$ cat config.mk
export PLATFORM = sky130hd
export DESIGN_NAME = utf8_display_width_counter_flat
export DESIGN_NICKNAME = d
export VERILOG_FILES = /design/src/design/utf8dw_pkg.sv /design/src/design/utf8dw_if.sv /design/src/design/utf8dw_step.sv /design/src/design/utf8_display_width_counter.sv /design/src/flat_wrapper.sv
export SDC_FILE = /design/constraint.sdc
export NUM_CORES = 1
export LEC_CHECK = 0
export ABC_CLOCK_PERIOD_IN_PS = 12300
export BUFFER_PORTS_ARGS = -buffer_cell sky130_fd_sc_hd__buf_2
export CAP_MARGIN = 20
export CORE_MARGIN = 10
export CORE_UTILIZATION = 52
export CTS_CLUSTER_DIAMETER = 150
export CTS_CLUSTER_SIZE = 28
export DETAILED_ROUTE_END_ITERATION = 7
export PLACE_DENSITY = 0.7
export SKIP_LAST_GASP = 1
export SLEW_MARGIN = 20
export SYNTH_ARGS = -nofsm -noshare
export SYNTH_HDL_FRONTEND = slang
export SYNTH_SLANG_ARGS = --single-unit
$ cat constraint.sdc
create_clock -name clk -period 12.3 [get_ports clk]
set_clock_uncertainty 0.2 [all_clocks]
set_input_delay 1.23 -clock clk [delete_from_list [all_inputs] [get_ports clk]]
set_output_delay 1.23 -clock clk [all_outputs]
set_load 0.05 [all_outputs]
$ cat src/design/utf8dw_pkg.sv
// utf8 display width counter: shared types, constants and the column width table
`timescale 1ns / 1ps
`default_nettype none

package utf8dw_pkg;

  // field and count widths
  localparam int TEXT_W      = 8;
  localparam int COLUMN_W    = 16;
  localparam int COUNT_WIDTH = 16;
  localparam int PAYLOAD_W   = 12;
  localparam int HELD_W      = 2;
  localparam int CP_W        = 21;
  localparam int ADD_W       = 3;
  localparam int LEN_W       = 3;

  // total sequence lengths implied by a lead byte
  localparam logic [LEN_W-1:0] SEQ_LEN2 = 3'd2;
  localparam logic [LEN_W-1:0] SEQ_LEN3 = 3'd3;
  localparam logic [LEN_W-1:0] SEQ_LEN4 = 3'd4;

  // column counts
  localparam logic [1:0] COLS_ZERO = 2'd0;
  localparam logic [1:0] COLS_ONE  = 2'd1;
  localparam logic [1:0] COLS_TWO  = 2'd2;

  localparam logic [COUNT_WIDTH-1:0] COUNT_MAX = '1;

  typedef struct packed {
    logic [CP_W-1:0] lo;
    logic [CP_W-1:0] hi;
    logic [1:0]      cols;
  } width_range_t;

  // decoder state carried between words
  typedef struct packed {
    logic [TEXT_W-1:0]      seq_lead;
    logic [PAYLOAD_W-1:0]   seq_payload;
    logic [HELD_W-1:0]      seq_held;
    logic [COUNT_WIDTH-1:0] column_total;
  } dec_state_t;

  localparam int WIDTH_TABLE_LEN = 20;

  localparam width_range_t WIDTH_TABLE [WIDTH_TABLE_LEN] = '{
    '{21'h00300, 21'h0036F, COLS_ZERO}, '{21'h0200B, 21'h0200F, COLS_ZERO},
    '{21'h0202A, 21'h0202E, COLS_ZERO}, '{21'h0FE00, 21'h0FE0F, COLS_ZERO},
    '{21'h0FE20, 21'h0FE2F, COLS_ZERO}, '{21'h0FEFF, 21'h0FEFF, COLS_ZERO},
    '{21'h01100, 21'h0115F, COLS_TWO},  '{21'h02E80, 21'h0303E, COLS_TWO},
    '{21'h03041, 21'h033FF, COLS_TWO},  '{21'h03400, 21'h04DBF, COLS_TWO},
    '{21'h04E00, 21'h09FFF, COLS_TWO},  '{21'h0A000, 21'h0A4CF, COLS_TWO},
    '{21'h0AC00, 21'h0D7A3, COLS_TWO},  '{21'h0F900, 21'h0FAFF, COLS_TWO},
    '{21'h0FE10, 21'h0FE19, COLS_TWO},  '{21'h0FE30, 21'h0FE6F, COLS_TWO},
    '{21'h0FF00, 21'h0FF60, COLS_TWO},  '{21'h0FFE0, 21'h0FFE6, COLS_TWO},
    '{21'h1F300, 21'h1FAFF, COLS_TWO},  '{21'h20000, 21'h3FFFD, COLS_TWO}
  };

  // display columns of one code point, first matching range wins
  function automatic logic [1:0] point_columns(input logic [CP_W-1:0] cp);
    logic [1:0] cols;
    logic       found;
    cols  = COLS_ONE;
    found = 1'b0;
    if (cp == '0) begin
      cols  = COLS_ZERO;
      found = 1'b1;
    end
    for (int i = 0; i < WIDTH_TABLE_LEN; i++) begin
      if (!found && cp >= WIDTH_TABLE[i].lo && cp <= WIDTH_TABLE[i].hi) begin
        cols  = WIDTH_TABLE[i].cols;
        found = 1'b1;
      end
    end
    return cols;
  endfunction

endpackage

`default_nettype wire

$ cat src/design/utf8dw_if.sv
// utf8 display width counter: valid/ready channel interfaces for text bytes and counts
`timescale 1ns / 1ps
`default_nettype none

interface utf8dw_in_if;
  import utf8dw_pkg::*;
  logic              valid;
  logic              ready;
  logic [TEXT_W-1:0] text_byte;
  modport source (output valid, output text_byte, input ready);
  modport sink   (input valid, input text_byte, output ready);
endinterface

interface utf8dw_out_if;
  import utf8dw_pkg::*;
  logic                valid;
  logic                ready;
  logic [COLUMN_W-1:0] column_count;
  modport source (output valid, output column_count, input ready);
  modport sink   (input valid, input column_count, output ready);
endinterface

`default_nettype wire

$ cat src/design/utf8dw_step.sv
// utf8 display width counter: decode of one byte against the pending sequence
`timescale 1ns / 1ps
`default_nettype none

module utf8dw_step (
  input  utf8dw_pkg::dec_state_t          cur,
  input  logic [utf8dw_pkg::TEXT_W-1:0]   text_byte,
  output utf8dw_pkg::dec_state_t          nxt,
  output logic                            emit,
  output logic [utf8dw_pkg::COLUMN_W-1:0] column_count
);
  import utf8dw_pkg::*;

  logic [LEN_W-1:0]       lead_len;
  logic [LEN_W-1:0]       held_inc;
  logic [CP_W-1:0]        cp;
  logic [5:0]             bits;
  logic                   is_cont;
  logic                   handled;
  logic [ADD_W-1:0]       add;
  logic [COUNT_WIDTH:0]   sum;
  logic [COUNT_WIDTH-1:0] sat_total;
  logic [31:0]            total_wide;
  dec_state_t             seq_nxt;

  // sequence length from the held lead byte
  always_comb begin
    if (cur.seq_lead[7:5] == 3'b110) begin
      lead_len = SEQ_LEN2;
    end else if (cur.seq_lead[7:4] == 4'b1110) begin
      lead_len = SEQ_LEN3;
    end else begin
      lead_len = SEQ_LEN4;
    end
  end

  assign bits     = text_byte[5:0];
  assign is_cont  = (text_byte[7:6] == 2'b10);
  assign held_inc = {1'b0, cur.seq_held} + LEN_W'(1);

  // code point assembly for a completing continuation
  always_comb begin
    case (lead_len)
      SEQ_LEN2: cp = {10'd0, cur.seq_lead[4:0], bits};
      SEQ_LEN3: cp = {5'd0, cur.seq_lead[3:0], cur.seq_payload[5:0], bits};
      default:  cp = {cur.seq_lead[2:0], cur.seq_payload, bits};
    endcase
  end

  // sequence tracking and column increment
  always_comb begin
    seq_nxt = cur;
    emit    = 1'b0;
    handled = 1'b0;
    add     = '0;
    if (cur.seq_held != '0) begin
      if (is_cont) begin
        handled = 1'b1;
        if (held_inc >= lead_len) begin
          add                 = {1'b0, point_columns(cp)};
          seq_nxt.seq_lead    = '0;
          seq_nxt.seq_payload = '0;
          seq_nxt.seq_held    = '0;
        end else begin
          seq_nxt.seq_payload = {cur.seq_payload[5:0], bits};
          seq_nxt.seq_held    = held_inc[HELD_W-1:0];
        end
      end else begin
        // broken sequence: one column per held byte, then a fresh byte
        add                 = {1'b0, cur.seq_held};
        seq_nxt.seq_lead    = '0;
        seq_nxt.seq_payload = '0;
        seq_nxt.seq_held    = '0;
      end
    end
    if (!handled) begin
      if (text_byte == '0) begin
        emit = 1'b1;
      end else if (text_byte inside {[8'hC0:8'hF7]}) begin
        seq_nxt.seq_lead    = text_byte;
        seq_nxt.seq_payload = '0;
        seq_nxt.seq_held    = HELD_W'(1);
      end else begin
        add = add + ADD_W'(1);
      end
    end
  end

  // saturating running total
  assign sum       = {1'b0, cur.column_total} + (COUNT_WIDTH+1)'(add);
  assign sat_total = (sum >= {1'b0, COUNT_MAX}) ? COUNT_MAX : sum[COUNT_WIDTH-1:0];
  assign total_wide   = 32'(sat_total);
  assign column_count = total_wide[COLUMN_W-1:0];

  // terminator clears everything
  always_comb begin
    nxt = seq_nxt;
    if (emit) begin
      nxt.column_total = '0;
    end else begin
      nxt.column_total = sat_total;
    end
  end

endmodule

`default_nettype wire

$ cat src/design/utf8_display_width_counter.sv
// utf8 display width counter: top level with input register, decode and result register
`timescale 1ns / 1ps
`default_nettype none

// Takes one byte of a zero-terminated UTF-8 string per word and returns the
// terminal display column count of the whole string when the zero byte
// arrives, saturated at 65535; the counter then clears for the next string.
// A byte is accepted every cycle. Each accepted byte is held in the
// input register, where it is decoded against the pending sequence in a
// single pass, and a terminator's count is then loaded into the result
// register when decode proceeds. Input is held off only while a terminator
// waits behind an unread count.

module utf8_display_width_counter (
  input  logic                clk,
  input  logic                rst_n,
  utf8dw_in_if.sink           in_chan,
  utf8dw_out_if.source        out_chan
);
  import utf8dw_pkg::*;

  logic                in_v_r;
  logic [TEXT_W-1:0]   in_byte_r;
  dec_state_t          state_r;
  dec_state_t          state_nxt;
  logic                out_v_r;
  logic [COLUMN_W-1:0] out_count_r;
  logic                emit;
  logic [COLUMN_W-1:0] count;
  logic                proc_go;

  utf8dw_step u_step (
    .cur          (state_r),
    .text_byte    (in_byte_r),
    .nxt          (state_nxt),
    .emit         (emit),
    .column_count (count)
  );

  // decode proceeds unless a count has nowhere to go
  assign proc_go       = in_v_r && (!emit || !out_v_r || out_chan.ready);
  assign in_chan.ready = !in_v_r || proc_go;

  // input register
  always_ff @(posedge clk) begin
    if (!rst_n) begin
      in_v_r <= 1'b0;
    end else if (in_chan.ready) begin
      in_v_r <= in_chan.valid;
    end
  end

  always_ff @(posedge clk) begin
    if (in_chan.ready && in_chan.valid) begin
      in_byte_r <= in_chan.text_byte;
    end
  end

  // decoder state
  always_ff @(posedge clk) begin
    if (!rst_n) begin
      state_r <= '0;
    end else if (proc_go) begin
      state_r <= state_nxt;
    end
  end

  // result register
  always_ff @(posedge clk) begin
    if (!rst_n) begin
      out_v_r <= 1'b0;
    end else if (proc_go && emit) begin
      out_v_r <= 1'b1;
    end else if (out_chan.ready) begin
      out_v_r <= 1'b0;
    end
  end

  always_ff @(posedge clk) begin
    if (proc_go && emit) begin
      out_count_r <= count;
    end
  end

  assign out_chan.valid        = out_v_r;
  assign out_chan.column_count = out_count_r;

endmodule

`default_nettype wire

$ cat src/flat_wrapper.sv
// flat-port wrapper written by rule: the top's interface ports become plain ports
module utf8_display_width_counter_flat import utf8dw_pkg::*;
  (clk, rst_n, in_chan_valid, in_chan_text_byte, in_chan_ready, out_chan_valid, out_chan_column_count, out_chan_ready);
  utf8dw_in_if in_chan_i ();
  utf8dw_out_if out_chan_i ();
  input  logic clk;
  input  logic rst_n;
  input wire logic [$bits(in_chan_i.valid)-1:0] in_chan_valid;
  input wire logic [$bits(in_chan_i.text_byte)-1:0] in_chan_text_byte;
  output wire logic [$bits(in_chan_i.ready)-1:0] in_chan_ready;
  output wire logic [$bits(out_chan_i.valid)-1:0] out_chan_valid;
  output wire logic [$bits(out_chan_i.column_count)-1:0] out_chan_column_count;
  input wire logic [$bits(out_chan_i.ready)-1:0] out_chan_ready;
  assign in_chan_i.valid = in_chan_valid;
  assign in_chan_i.text_byte = in_chan_text_byte;
  assign in_chan_ready = in_chan_i.ready;
  assign out_chan_valid = out_chan_i.valid;
  assign out_chan_column_count = out_chan_i.column_count;
  assign out_chan_i.ready = out_chan_ready;
  utf8_display_width_counter u_core (.clk(clk), .rst_n(rst_n), .in_chan(in_chan_i), .out_chan(out_chan_i));
endmodule
Yosys cells after proc, flatten, opt, wreduce, memory -nomap -nowiden. Cells that the tools add are included.

Register bits after elaboration: 64. Input bits: 12. Output and inout bits: 18. Word-level logic and storage cells: 259.

Add/sub/neg operators: 3. Magnitude comparators: 44. Equal/unequal tests: 5. Multiplexer cells: 125. Reductions and logical operators: 74.

Operator list (number): $le 21x16->1 const B (11); $ge 21x16->1 const B (10); $mux 22 (5); $ge 21x14->1 const B (5); $mux 1 (87); $le 21x14->1 const B (4); $logic_and 1x1->1 (44); $mux 2 (21); $pmux 21 s2 (1); $mux 16 (2); $logic_not 1->1 (23); $ge 21x10->1 const B (1); $ge 21x13->1 const B (1); $ge 21x15->1 const B (1); $ge 21x17->1 const B (1); $ge 21x18->1 const B (1); $le 21x10->1 const B (1); $le 21x13->1 const B (1); $le 21x15->1 const B (1); $le 21x17->1 const B (1); $le 21x18->1 const B (1); $logic_not 21->1 (1); $mux 3 (7); $add 16x3->17 (1); other kinds (15) (19).

Logic depth before layout (Yosys ltp).
Word-level depth: 158. Depth in mapped cells: 28. Gate-level depth less buffers: 26.

Modules after synthesis. A second synthesis with hierarchy kept.

Cells, all modules: 624. Area total of the unflattened synthesis: 4895.9 sq um.

Modules (own cells, without submodules): utf8dw_step (instances 1, cells an instance 424, area an instance 2562.5 sq um, seq. area each 0.0 sq um); utf8_display_width_counter (instances 1, cells an instance 200, area an instance 2333.5 sq um, seq. area each 1521.5 sq um).

Worst setup path after synthesis. No wires, ideal clock.

Path type: register to register. Start point: reg u_core.state_r[30] in the netlist's numbering. End point: reg u_core.state_r[12] in the netlist's numbering. Library setup time: 0.117 ns. Arrival time: 4.737 ns. Required time: 11.983 ns. Path slack: 7.246 ns. Stages on the path, launching flop included: 26. Buffers on the path: 2. Period minus slack after synthesis: 5.054 ns. Path through: dfxtp_1 or3_1 o32a_1 buf_6 nor4_4 nand2b_1 a2111oi_2 nor4_1 nand4_1 nand2b_1 nand2_1 ha_1 nand2_1 o21a_1 and2_1 fa_1 nor2b_1 nor2_1 or3_1 xor2_1 o22ai_1 a32o_1 nand2_4 buf_6 nand2_2 a22o_1.

Longest elaborated chain between the ends: 154. Elaborated cells on any way between the ends: 214. Classes of those cells: add/sub: 2; order compare: 41; mux: 110; reduce/logical: 61.

Ends and longest elaborated chain: from (decl) (line utf8_display_width_counter.sv:24) `dec_state_t state_r;`; from (signal assigned) (line utf8_display_width_counter.sv:64) `state_r <= state_nxt;`; $pmux 21 s2 * (line utf8dw_step.sv:43) `case (lead_len)`; $logic_not 21->1 (line utf8dw_pkg.sv:64) `if (cp == '0) begin`; $mux 1 (line utf8dw_pkg.sv:64); $mux 1 (line utf8dw_step.sv:59) `if (held_inc >= lead_len) begin`; $mux 1 (line utf8dw_step.sv:57) `if (is_cont) begin`; $mux 1 (line utf8dw_step.sv:56) `if (cur.seq_held != '0) begin`; $logic_not 1->1 (line utf8dw_pkg.sv:69) `if (!found && cp >= WIDTH_TABLE[i].lo && cp <= WIDTH_TABLE[i].hi) begin`; $logic_and 1x1->1 (2 in series) (line utf8dw_pkg.sv:69); [138 not listed]; $mux 3 (line utf8dw_step.sv:79) `end else if (text_byte inside {[8'hC0:8'hF7]}) begin`; $mux 3 (line utf8dw_step.sv:77) `if (text_byte == '0) begin`; $mux 3 * (line utf8dw_step.sv:76) `if (!handled) begin`; $add 16x3->17 * (line utf8dw_step.sv:90) `assign sum = {1'b0, cur.column_total} + (COUNT_WIDTH+1)'(add);`; $ge 17x16->1 (line utf8dw_step.sv:91) `assign sat_total = (sum >= {1'b0, COUNT_MAX}) ? COUNT_MAX : sum[COUNT_WIDTH-1:0];`; $mux 16 * (line utf8dw_step.sv:91); net u_core.count[12] (line utf8_display_width_counter.sv:29) `logic [COLUMN_W-1:0] count;`; $mux 16 * (line utf8dw_step.sv:98) `if (emit) begin`.

Mark *: on every way through the listed nets, which the timed path passes. The rest lies on a longest branch. The select of a mux whose other input is x is not followed. A chain may end at the register's enable or synchronous reset.

Worst setup path after layout.
Start point: reg u_core.state_r[37] in the netlist's numbering. End point: reg u_core.state_r[8] in the netlist's numbering.

Longest elaborated chain between the ends: 158. Elaborated cells on any way between the ends: 221. Classes of those cells: add/sub: 2; order compare: 42; eq/ne: 4; mux: 112; reduce/logical: 61.

Ends and longest elaborated chain: $eq 4x4->1 (line utf8dw_step.sv:30) `end else if (cur.seq_lead[7:4] == 4'b1110) begin`; $mux 3 (line utf8dw_step.sv:30); $mux 3 * (line utf8dw_step.sv:28) `if (cur.seq_lead[7:5] == 3'b110) begin`; $eq 3x2->1 (line utf8dw_step.sv:43); $pmux 21 s2 (line utf8dw_step.sv:43); $logic_not 21->1 (line utf8dw_pkg.sv:64); $mux 1 (line utf8dw_pkg.sv:64); $mux 1 (line utf8dw_step.sv:59); [143 not listed]; $mux 3 (line utf8dw_step.sv:79); $mux 3 (line utf8dw_step.sv:77); $mux 3 * (line utf8dw_step.sv:76); $add 16x3->17 * (line utf8dw_step.sv:90); $ge 17x16->1 (line utf8dw_step.sv:91); $mux 16 * (line utf8dw_step.sv:91); net u_core.count[8] (line utf8_display_width_counter.sv:29); $mux 16 * (line utf8dw_step.sv:98).

Marks and branches as above.

==> PnR_summary.wiki <==
{| class="wikitable"
! Metric !! Value
|-
| Outcome || finished clean
|-
| Root buf cell || sky130_fd_sc_hd__clkbuf_8
|-
| Vias in the first global route || 4005
|-
| Number of enable-type register cells in the synthesized netlist || 24
|-
| Number of different library cells in the post-synthesis netlist || 80
|-
| Floorplan Core Area || 0.008299 mm2
|-
| Data required time of the critical path || 12340 ps
|-
| Ratio of total power to cell area || 92.04 mW/mm2
|-
| Proportion of layout cells with a drive suffix above 1 || 13.94%
|-
| Initial detailed-routing violation count || 440
|-
| Pre-CTS WS || 6139 ps
|-
| I/O Buffers || 29
|-
| Post-DP HPWL || 9753 um
|-
| Total chip power || 438.5 uW
|-
| Worst VDD drop || 91.23 uV
|-
| Setup TNS after final layout || 0 ps
|-
| Nets in the synthesized netlist || 546
|-
| Register-to-Register Path Depth || 23
|-
| Layout overhead on the synthesized area || 6.191%
|-
| Global-route wire length before repair || 21330 um
|-
| Leakage power || 0.001861 uW
|-
| Clock transition at the registers of the reported paths || 70 ps
|-
| Worst setup path category || flip-flop to flip-flop
|-
| Synthesized cell area || 0.004487 mm2
|-
| Clk buf depth || 2
|-
| Share of the synthesized area in compound gates (AO/OA/AOI/OAI) || 22.23%
|-
| I/O pin cnt || 30
|-
| ANT nets after route || 0
|-
| Mean number of vias per cell || 6.686
|-
| Number of sinks on the clock net || 64
|-
| Nets@finish || 548
|-
| Synth warn || 0
|-
| Gr usage total || 20.25%
|-
| Sequential-to-total area share from yosys stat || 33.91%
|-
| Final cell count without fillers || 636
|-
| CP endpoint kind || flip-flop
|-
| Instance count of the mapped netlist || 524
|-
| Clock tree from TritonCTS || done
|-
| Simple-gate portion of the synthesized area || 28.67%
|-
| Max-slew headroom || 35.36%
|-
| Maximum frequency from static timing analysis || 0.1600 GHz
|-
| Endpoint of the lowest-slack register-to-register path || u_core.state_r[8]
|-
| Hold Startpoint || u_core.state_r[0]
|-
| Mux cell area share after synthesis || 4.685%
|-
| Share of synthesized registers carrying an async set or reset || 0%
|-
| Initial cell density of the core || 54.06%
|-
| Worst Hold Path EP || u_core.state_r[0]
|-
| Clock latency on the worst-skew pair || 340 ps
|-
| Cell types occupying the most area after synthesis || sky130_fd_sc_hd__dfxtp_1 18%, sky130_fd_sc_hd__edfxtp_1 16%, sky130_fd_sc_hd__nor2_1 4.8%
|-
| Overall overflow remaining after global route || 0
|-
| First drt pass iteration count || 6
|-
| Final period util || 50.82%
|-
| Number of diodes || 0
|-
| Yosys top cell area share || 17.85%
|-
| DP Cell Count || 620
|-
| Arrival time at the worst endpoint || 6290 ps
|-
| Hold Path Class || flip-flop to flip-flop
|-
| Nature of the critical path startpoint || flip-flop
|-
| Per-cell routed wire length || 20.92 um
|-
| Adder-cell share of the synthesized area || 2.956%
|-
| Most used flip-flop cell after synthesis || sky130_fd_sc_hd__dfxtp_1
|-
| Smallest setup slack after layout || 6049 ps
|-
| Total of fill cells in the finished design || 758
|-
| Pin count of the biggest net entering global routing || 21
|-
| Number of levels the H-tree was split into || 3
|-
| Die Span X || 112.9 um
|-
| RR Startpoint || u_core.state_r[37]
|-
| Commonest non-fill, non-tap cells in the layout || 57 x sky130_fd_sc_hd__nor2_1, 44 x sky130_fd_sc_hd__nand2_1, 40 x sky130_fd_sc_hd__dfxtp_1, 29 x sky130_fd_sc_hd__buf_2, 24 x sky130_fd_sc_hd__edfxtp_1
|-
| CTS Hold Buffers Added || 0
|-
| Total vias in the final route || 4252
|-
| Commonest non-fill, non-tap cell in the layout || sky130_fd_sc_hd__nor2_1
|-
| Number of instances on the worst hold path || 1
|-
| Largest family of logic cells by synthesized area || simple AND/OR/NAND/NOR gates
|-
| Synthesized area divided by synthesized cell count || 8.563 um2
|-
| Post-route DRC violation count || 0
|-
| Chip Height || 112.9 um
|-
| Post-detailed-routing wire length || 13300 um
|-
| Initial antenna violation count || 0
|-
| Floorplan row count || 33
|-
| XOR/XNOR share of the synthesized area || 2.147%
|-
| Max Fanout on Critical Path || 17
|-
| Number of buffers inserted to repair setup after CTS || 0
|-
| Unrepaired setup endpoints after global routing || false
|-
| RePlAce Congestion || 1.023
|-
| Actual transition at the worst max-transition pin || 966.0 ps
|-
| Number of cells upsized or downsized after cts || 0
|-
| Die outline area || 0.01274 mm2
|-
| TritonCTS Buffers || 9
|-
| Count of max-cap constraint violations || 0
|-
| Setup slack on the worst flop-to-flop path || 6050 ps
|-
| Final count of pins violating max slew || 0
|-
| Flops & latches, synth || 64
|-
| Finish-stage setup viols || 0
|-
| Number of hold violations in the final report || 0
|-
| Time the final worst path needs with I/O delays and setup || 6251 ps
|-
| Leading area contributor after synthesis || sky130_fd_sc_hd__dfxtp_1
|}
==> registers in the layout, indices dropped and copies added, names as in the netlist <==
signal / flops
u_core.in_byte_r: 8
u_core.state_r: 38
u_core.out_chan.column_count: 16
u_core.out_chan.valid: 1
u_core.in_v_r: 1
==> routing by layer <==
layer | GRT usage, % | vias to the layer above | part of all wire (%)
li1 | - | 1982 | -
met1 | 27.89 | 2016 | 46
met2 | 29.53 | 220 | 43
met3 | 6.603 | 34 | 9.4
met4 | 5.415 | 0 | 2.3
met5 | 0 | - | 0
==> area by class of cell <==
cell class	count	area (um2)	area share, %
multi-input cells	409	2723	57.14
flip-flops and latches	64	1521	31.93
repair buffers	31	160.2	3.361
well taps	105	131.4	2.757
clock buffers	10	127.6	2.679
clock inverters	6	60.06	1.261
inverters	11	41.29	0.8666
==> synthesized netlist by cell type, types with 8 or more instances <==
cell / count
sky130_fd_sc_hd__nor2_1: 57
sky130_fd_sc_hd__nand2_1: 44
sky130_fd_sc_hd__dfxtp_1: 40
sky130_fd_sc_hd__clkbuf_1: 24
sky130_fd_sc_hd__edfxtp_1: 24
sky130_fd_sc_hd__nand3_1: 21
sky130_fd_sc_hd__a21oi_1: 19
sky130_fd_sc_hd__a22oi_1: 17
sky130_fd_sc_hd__o21ai_0: 17
sky130_fd_sc_hd__nor3_1: 16
sky130_fd_sc_hd__mux2i_1: 15
sky130_fd_sc_hd__nand2b_1: 13
sky130_fd_sc_hd__nand4_1: 13
sky130_fd_sc_hd__a22o_1: 12
sky130_fd_sc_hd__inv_1: 11
sky130_fd_sc_hd__and2_1: 10
sky130_fd_sc_hd__ha_1: 9
sky130_fd_sc_hd__buf_2: 8
sky130_fd_sc_hd__nor2b_1: 8
sky130_fd_sc_hd__or3_1: 8
sky130_fd_sc_hd__xor2_1: 8
==> power breakdown <==
| group | internal [uW] | switching [uW] | total (uW) |
|---|---|---|---|
| Combinational | 11.4 | 19.8 | 31.2 |
| Sequential | 223 | 10.6 | 234 |
| Clock | 92.4 | 81.3 | 174 |
==> critical path, cell delays in order (launching register included) <==
cell                       delay [ps]
sky130_fd_sc_hd__dfxtp_1          530
sky130_fd_sc_hd__and3b_1          700
sky130_fd_sc_hd__mux2i_1          300
sky130_fd_sc_hd__o311ai_1         520
sky130_fd_sc_hd__a41oi_1          200
sky130_fd_sc_hd__o211a_1          250
sky130_fd_sc_hd__a211oi_1         190
sky130_fd_sc_hd__nand4_1          190
sky130_fd_sc_hd__nand2_1          130
sky130_fd_sc_hd__nand2_1           60
sky130_fd_sc_hd__ha_1             270
sky130_fd_sc_hd__nand2_1           40
sky130_fd_sc_hd__o21a_1           110
sky130_fd_sc_hd__and2_1           170
sky130_fd_sc_hd__fa_1             440
sky130_fd_sc_hd__nor2b_1          150
sky130_fd_sc_hd__nor2_1            90
sky130_fd_sc_hd__or3_1            440
sky130_fd_sc_hd__xor2_1           160
sky130_fd_sc_hd__o22ai_1          120
sky130_fd_sc_hd__a32o_1           300
sky130_fd_sc_hd__nand2_4          200
sky130_fd_sc_hd__o21ai_0          160
sky130_fd_sc_hd__a22o_1           230
==> kinds of logic after synthesis <==
| logic type | count (synthesis) |
|---|---|
| DFF | 64 |
| AOI/OAI and AO/OA | 131 |
| buffers and inverters | 51 |
| muxes | 20 |
| and+or+nand+nor | 237 |
| xor gates and xnor gates | 11 |
| adders and majority gates | 10 |
==> worst max path at each step <==
stage | depth (start not counted) | to | startpoint
2_1_floorplan | 25 | u_core.state_r[12] | u_core.state_r[30]
3_3_place_gp | 23 | u_core.state_r[8] | u_core.state_r[35]
3_5_place_dp | 23 | u_core.state_r[8] | u_core.state_r[35]
4_1_cts | 23 | u_core.state_r[8] | u_core.state_r[35]
5_1_grt | 23 | u_core.state_r[8] | u_core.state_r[35]
6_report | 23 | u_core.state_r[8] | u_core.state_r[37]
==> metrics by stage <==
step	hold WS, ps	cell area [um2]	util (%)
after CTS	308.8	4765	57.41
after floorplan	248.8	4487	-
after detailed placement	289.2	4577	55.15
after global routing	322.3	4765	57.41
after global placement	278.7	4577	55.15
final	316.2	4765	57.41
No activity file was read; power rests on OpenSTA's default activity.
